<file path="src/hdl/nlc_pkg.sv">
// ---------------------------------------------------------------------------
// nlc_pkg
// Types, constants and helper functions for the noise LFSR channel unit.
// ---------------------------------------------------------------------------
package nlc_pkg;

  localparam int LFSR_W  = 15;
  localparam int ACC_W   = 21;
  localparam int CYC_W   = 8;
  localparam int SHIFT_W = 4;
  localparam int CODE_W  = 3;
  localparam int BASE_W  = 7;
  localparam int CFG_IDX_W  = 2;
  localparam int CFG_DATA_W = 4;

  localparam logic [SHIFT_W-1:0] MAX_CLOCK_SHIFT = 4'd13;
  localparam logic [15:0]        MAX_CYCLES      = 16'd255;
  localparam logic [LFSR_W-1:0]  LFSR_RELOAD     = 15'h7FFF;
  localparam int                 SHORT_BIT       = 6;

  // configuration register indexes
  localparam logic [CFG_IDX_W-1:0] CFG_CLOCK_SHIFT  = 2'd0;
  localparam logic [CFG_IDX_W-1:0] CFG_DIVISOR_CODE = 2'd1;
  localparam logic [CFG_IDX_W-1:0] CFG_SHORT_MODE   = 2'd2;

  typedef struct packed {
    logic [CYC_W-1:0] elapsed_cycles;
    logic             restart;
  } in_item_t;

  typedef struct packed {
    logic              level_high;
    logic [LFSR_W-1:0] lfsr_value;
  } out_item_t;

  // sequencer controls to the datapath
  typedef struct packed {
    logic load;
    logic restart;
    logic step;
  } nlc_ctrl_t;

  function automatic logic [BASE_W-1:0] base_divisor(input logic [CODE_W-1:0] code);
    logic [BASE_W-1:0] b;
    unique case (code)
      3'd0:    b = 7'd8;
      3'd1:    b = 7'd16;
      3'd2:    b = 7'd32;
      3'd3:    b = 7'd48;
      3'd4:    b = 7'd64;
      3'd5:    b = 7'd80;
      3'd6:    b = 7'd96;
      default: b = 7'd112;
    endcase
    return b;
  endfunction

  function automatic logic [ACC_W-1:0] period_of(input logic [CODE_W-1:0]  code,
                                                  input logic [SHIFT_W-1:0] shift);
    logic [SHIFT_W:0] amt;
    amt = {1'b0, shift} + 5'd1;
    return {{(ACC_W-BASE_W){1'b0}}, base_divisor(code)} << amt;
  endfunction

endpackage

</file>
<file path="src/hdl/nlc_lfsr.sv">
// ---------------------------------------------------------------------------
// nlc_lfsr
// 15-bit shift register with reload and single-step feedback.
// ---------------------------------------------------------------------------
module nlc_lfsr (
  input  logic                      clk,
  input  logic                      rst,
  input  nlc_pkg::nlc_ctrl_t        ctrl,
  input  logic                      short_mode,
  output logic [nlc_pkg::LFSR_W-1:0] value
);
  import nlc_pkg::*;

  logic [LFSR_W-1:0] value_next;
  logic              fb;

  always_comb begin
    fb         = value[0] ^ value[1];
    value_next = {fb, value[LFSR_W-1:1]};
    if (short_mode) begin
      value_next[SHORT_BIT] = fb;
    end
  end

  always_ff @(posedge clk) begin
    if (rst) begin
      value <= LFSR_RELOAD;
    end else if (ctrl.load && ctrl.restart) begin
      value <= LFSR_RELOAD;
    end else if (ctrl.step) begin
      value <= value_next;
    end
  end

endmodule

</file>
<file path="src/hdl/nlc_accum.sv">
// ---------------------------------------------------------------------------
// nlc_accum
// Cycle accumulator with one shared compare/subtract unit against the period.
// ---------------------------------------------------------------------------
module nlc_accum (
  input  logic                       clk,
  input  logic                       rst,
  input  nlc_pkg::nlc_ctrl_t         ctrl,
  input  logic [nlc_pkg::CYC_W-1:0]  cycles,
  input  logic [nlc_pkg::ACC_W-1:0]  period,
  output logic                       acc_ge
);
  import nlc_pkg::*;

  logic [ACC_W-1:0] acc;
  logic [ACC_W-1:0] base;
  logic [ACC_W:0]   diff;

  // borrow out of the subtract doubles as the compare
  assign diff   = {1'b0, acc} - {1'b0, period};
  assign acc_ge = ~diff[ACC_W];
  assign base   = ctrl.restart ? '0 : acc;

  always_ff @(posedge clk) begin
    if (rst) begin
      acc <= '0;
    end else if (ctrl.load) begin
      acc <= base + {{(ACC_W-CYC_W){1'b0}}, cycles};
    end else if (ctrl.step) begin
      acc <= diff[ACC_W-1:0];
    end
  end

endmodule

</file>
<file path="src/hdl/noise_lfsr_channel_unit.sv">
// An accepted item adds its cycles to the accumulator; in run the block then
// takes one step per cycle, one per whole period held, and hands the result to
// the output register when no whole period is left and the output is free.
// A new item is taken only while idle; one shared compare/subtract does the steps
// (a period shortened with cycles pending runs as many steps as the accumulator holds).
// Reset: synchronous; LFSR loads 0x7FFF, accumulator and configuration registers clear.
// ---------------------------------------------------------------------------
// noise_lfsr_channel_unit
// Noise channel: divider-clocked 15-bit LFSR stepped once per whole divider period.
// ---------------------------------------------------------------------------
module noise_lfsr_channel_unit (
  input  logic                          clk,
  input  logic                          rst,
  input  logic                          in_valid,
  output logic                          in_stall,
  input  nlc_pkg::in_item_t             in_data,
  output logic                          out_valid,
  input  logic                          out_stall,
  output nlc_pkg::out_item_t            out_data,
  input  logic                          cfg_valid,
  output logic                          cfg_ready,
  input  logic [nlc_pkg::CFG_IDX_W-1:0]  cfg_index,
  input  logic [nlc_pkg::CFG_DATA_W-1:0] cfg_data
);
  import nlc_pkg::*;

  typedef enum logic {S_IDLE, S_RUN} state_t;

  state_t             state;
  logic [SHIFT_W-1:0] clock_shift;
  logic [CODE_W-1:0]  divisor_code;
  logic               short_mode;
  nlc_ctrl_t          ctrl;
  logic               acc_ge;
  logic [ACC_W-1:0]   period;
  logic [CYC_W-1:0]   cycles;
  logic [LFSR_W-1:0]  lfsr;
  logic               accept;
  logic               out_free;
  logic               finish;

  assign cfg_ready = 1'b1;
  assign in_stall  = (state != S_IDLE);
  assign accept    = in_valid && !in_stall;
  assign out_free  = !out_valid || !out_stall;
  assign finish    = (state == S_RUN) && !acc_ge && out_free;
  assign period    = period_of(divisor_code, clock_shift);
  assign cycles    = ({8'd0, in_data.elapsed_cycles} > MAX_CYCLES) ?
                     MAX_CYCLES[CYC_W-1:0] : in_data.elapsed_cycles;

  always_comb begin
    ctrl.load    = accept;
    ctrl.restart = in_data.restart;
    ctrl.step    = (state == S_RUN) && acc_ge;
  end

  nlc_accum u_accum (
    .clk    (clk),
    .rst    (rst),
    .ctrl   (ctrl),
    .cycles (cycles),
    .period (period),
    .acc_ge (acc_ge)
  );

  nlc_lfsr u_lfsr (
    .clk        (clk),
    .rst        (rst),
    .ctrl       (ctrl),
    .short_mode (short_mode),
    .value      (lfsr)
  );

  always_ff @(posedge clk) begin
    if (rst) begin
      clock_shift  <= '0;
      divisor_code <= '0;
      short_mode   <= 1'b0;
    end else if (cfg_valid && cfg_ready) begin
      unique case (cfg_index)
        CFG_CLOCK_SHIFT:  clock_shift  <= (cfg_data > MAX_CLOCK_SHIFT) ?
                                          MAX_CLOCK_SHIFT : cfg_data;
        CFG_DIVISOR_CODE: divisor_code <= cfg_data[CODE_W-1:0];
        CFG_SHORT_MODE:   short_mode   <= cfg_data[0];
        default: ;
      endcase
    end
  end

  always_ff @(posedge clk) begin
    if (rst) begin
      state     <= S_IDLE;
      out_valid <= 1'b0;
    end else begin
      if (finish) begin
        out_valid <= 1'b1;
      end else if (out_valid && !out_stall) begin
        out_valid <= 1'b0;
      end
      unique case (state)
        S_IDLE: begin
          if (accept) begin
            state <= S_RUN;
          end
        end
        S_RUN: begin
          // all whole periods consumed and output free, hand the item to the output register
          if (finish) begin
            state               <= S_IDLE;
            out_data.level_high <= ~lfsr[0];
            out_data.lfsr_value <= lfsr;
          end
        end
        default: state <= S_IDLE;
      endcase
    end
  end

`ifndef SYNTHESIS
  a_busy_after_accept: assert property (@(posedge clk) disable iff (rst)
    accept |=> in_stall)
    else $error("block not busy after taking an item");

  a_run_while_ge: assert property (@(posedge clk) disable iff (rst)
    (state == S_RUN && acc_ge) |=> (state == S_RUN && !out_valid) || $past(out_valid))
    else $error("left run with whole periods pending");

  a_finish_result: assert property (@(posedge clk) disable iff (rst)
    finish |=> (out_valid && !in_stall))
    else $error("finish did not present a result");

  a_result_from_run: assert property (@(posedge clk) disable iff (rst)
    $rose(out_valid) |-> $past(state == S_RUN))
    else $error("result appeared outside run");
`endif

endmodule

</file>
<file path="config.mk">
export PLATFORM = sky130hd
export DESIGN_NAME = noise_lfsr_channel_unit
export DESIGN_NICKNAME = d
export VERILOG_FILES = /design/src/hdl/nlc_pkg.sv /design/src/hdl/nlc_lfsr.sv /design/src/hdl/nlc_accum.sv /design/src/hdl/noise_lfsr_channel_unit.sv
export SDC_FILE = /design/constraint.sdc
export NUM_CORES = 1
export LEC_CHECK = 0
export ABC_CLOCK_PERIOD_IN_PS = 10100
export BUFFER_PORTS_ARGS = -buffer_cell sky130_fd_sc_hd__buf_2
export CELL_PAD_IN_SITES_DETAIL_PLACEMENT = 1
export CELL_PAD_IN_SITES_GLOBAL_PLACEMENT = 1
export CORE_MARGIN = 2
export CORE_UTILIZATION = 50
export CTS_BUF_LIST = sky130_fd_sc_hd__clkbuf_4 sky130_fd_sc_hd__clkbuf_8 sky130_fd_sc_hd__clkbuf_16
export DETAILED_ROUTE_END_ITERATION = 10
export PLACE_DENSITY_LB_ADDON = 0.1
export SLEW_MARGIN = 20
export SYNTH_ARGS = -nofsm -noshare
export SYNTH_HDL_FRONTEND = slang
export SYNTH_HIERARCHICAL = 1
export SYNTH_SLANG_ARGS = --single-unit
</file>
<file path="constraint.sdc">
create_clock -name clk -period 10.1 [get_ports clk]
set_input_delay 0.505 -clock clk [delete_from_list [all_inputs] [get_ports clk]]
set_output_delay 0.505 -clock clk [all_outputs]
set_load 0.05 [all_outputs]
</file>
==> impl_metrics.toml <==
[floorplanning]
rows = 36
start_util_pct = 51.14
design.core.area_sq_um = 9729
pin_count = 39
die_h_microns = 103.8
die_x_microns = 103.8
dieArea_sq_um = 10770

[power]
powerDensity_nw_per_um2 = 276.5
p_leak_nw = 2.081
total_power_mw = 1.483
peakVddDrop_v = 0.0001359

[timing]
slew_viol_final = 0
finalHoldViolations = 0
rsz0062_at_grt = "false"
tightest_slew_ns = 0.8115
min_period_ns = 6.175
fin_skew_ns = 0.007332
tns_ns = 0
period_share_pct = 61.13
timing.slew.headroom_pct = 45.78
setup_viol = 0
layout_setup_ws_ns = 3.925
fmax_mhz = 162.0

[hold_path]
hold_start = "cfg_data[3]"
min_path_type = "primary input to register"
holdPathEnd = "clock_shift[3]"
hold_depth = 3

[yosys]
synth_seq_area_share_pct = 28.16
ys_seq_elements = 62
syn_area_sq_um = 4976
synthAdderAreaFrac_pct = 8.348
synth-xor-area-share_pct = 4.752
synth-edff-count = 16
yosys_warnings = 6
synth_simple_gate_area_share_pct = 20.90
synth_compound_area_share_pct = 23.79
synthFlopType = "dfxtp_1"
postSynthCellCount = 605
synth.distinct_cells = 81
synth-async-reset-ratio_pct = 0
synth.area.mux_share_pct = 6.563
synth_top_family_by_area = "compound AO/OA/AOI/OAI gates"
avgSynthCellArea_sq_um = 8.225

[critical_path]
crit_type = "register to register"
crit_fanout = 36
r2r-end = "u_accum/acc[7]"
critical_path.endpoint_type = "register"
crit_required_ns = 10.36
reg2reg_from = "clock_shift[0]"
arrival_ns = 6.44
r2r_slack_ns = 3.93
rr_worst_depth = 20
start_kind = "register"

[clock_network]
cts_buffers = 9
cts.sinks = 62
clk_latency_ns = 0.34
ctsResizeCount = 0
cts-root-buf = "clkbuf_8"
cts_max_level = 3
hold_buffers = 0
cts.path.max_buffers = 2
cts_tree = "done"
clk_pin_slew_ns = 0.08
cts_setup_buffers = 0

[global_routing]
antenna_found_initial = 0
track_usage_pct = 26.20
grt_pass1_vias = 4557
grt_start_max_net_pins = 38
grt_pass1_wl_mm = 23.03
grt_overflow = 0

[routing]
vias = 4454
firstDrtPassIters = 5
ant_nets = 0
drt-initial-drc-count = 341
wire_per_inst_microns = 18.46
wirelength_mm = 14.05
drc_errors = 0
via_per_inst = 5.853

[final_layout]
fin_nets = 675
most-common-layout-cells = "nor2_1 (62), nand2_1 (60), dfxtp_1 (46), a21oi_1 (39), buf_2 (37)"
syn_to_final_growth_pct = 7.744
finish.instance_area_sq_um = 5361
diodes = 0
final_util_pct = 55.11
layout_commonest_cell = "nor2_1"
drive_gt1_share_pct = 13.22

[run_status]
status = "complete, no violations"

[place]
place.port_buffers = 37
hpwl_mm = 10.83
preCtsSetupSlack_ns = 4.063
place_congestion = 0.8858
placed_cell_area_sq_um = 5134

[flow_run]
cap_violations = 0
power by group:
group | total, mW | internal (mW) | switching [mW]
logic | 0.872 | 0.358 | 0.513
registers | 0.360 | 0.304 | 0.0562
clock network | 0.251 | 0.142 | 0.109
state kept, by name (all words and copies together) (netlist names):
register      flops
in_stall          1
short_mode        1
u_lfsr/value     15
u_accum/acc      21
out_data         16
out_valid         1
clock_shift       4
divisor_code      3
worst max path at each step:
stage | cells after the start | to | slack (ns) | start
after floorplan | 18 | out_data[0] | 5.59 | clock_shift[1]
after global placement | 20 | u_accum/acc[7] | 4.40 | clock_shift[0]
after detailed placement | 20 | u_accum/acc[7] | 4.06 | clock_shift[0]
after CTS | 20 | u_accum/acc[7] | 4.01 | clock_shift[0]
after global routing | 20 | u_accum/acc[7] | 3.38 | clock_shift[0]
final | 20 | u_accum/acc[7] | 3.93 | clock_shift[0]
routing by layer:
layer  vias up  GRT usage (%)  wire length, microns
met5         -              0                     0
met4         0          5.116                   145
met3        14          4.594                   536
met2        96          47.45                  7050
met1      2145          32.77                  6315
li1       2199              -                     -
per-stage QoR:
stage | hold slack, ns | cells
after global routing | 0.4364 | 761
final | 0.4432 | 761
after CTS | 0.4264 | 761
after floorplan | 0.4242 | 608
after detailed placement | 0.4409 | 745
after global placement | 0.4400 | 745
kinds of logic (layout without fill, tap and decap cells):
logic type	after synthesis	count (layout)
flip-flops	62	62
other	2	5
adder cells (fa/ha/maj)	32	32
buffers and inverters	72	92
AO/OA/AOI/OAI	167	167
XOR/XNOR	27	27
AND/OR/NAND/NOR	211	211
multiplexers	32	32
Yosys cell counts, drive strengths merged (8+ instances only):
cell type / instances / share of area (%)
clkbuf: 16 / 1.4
a211oi: 9 / 1.6
nor2b: 18 / 2.3
mux2i: 27 / 5.4
a21oi: 42 / 4.6
dfxtp: 46 / 19
nand2b: 13 / 1.6
inv: 34 / 2.6
ha: 30 / 7.5
edfxtp: 16 / 9.7
buf: 20 / 3.2
xnor2: 18 / 3.2
o21a: 9 / 1.4
nor2: 64 / 5.0
nand2: 60 / 4.5
a21o: 13 / 2.0
a31oi: 11 / 1.4
nor3: 12 / 1.2
xor2: 9 / 1.6
and3: 8 / 1.0
o21ai: 31 / 3.2
nand3: 11 / 1.2
critical path, stage by stage (launching register included):
cell	delay (ns)
dfxtp_1	0.71
ha_1	0.46
nor4_1	0.32
nand2_1	0.22
mux2_2	0.35
nor3_1	0.14
a221o_1	0.15
inv_1	0.05
ha_1	0.39
nand2_1	0.13
nor4_2	0.34
o2111ai_1	0.18
nand3_1	0.20
a221o_1	0.19
a21o_1	0.12
and2_1	0.12
buf_4	0.44
clkinv_1	0.43
nor2_1	0.54
or4b_1	0.49
o211ai_1	0.10
cell type report:
type	count	area (sq um)
clock buffers	9	123.9
clock inverters	7	103.9
fillers	1215	4368
inverters	36	135.1
multi-input cells	474	3223
flip-flops and latches	62	1401
well taps	133	166.4
repair buffers	40	207.7
(Power assumes the default switching activity.)
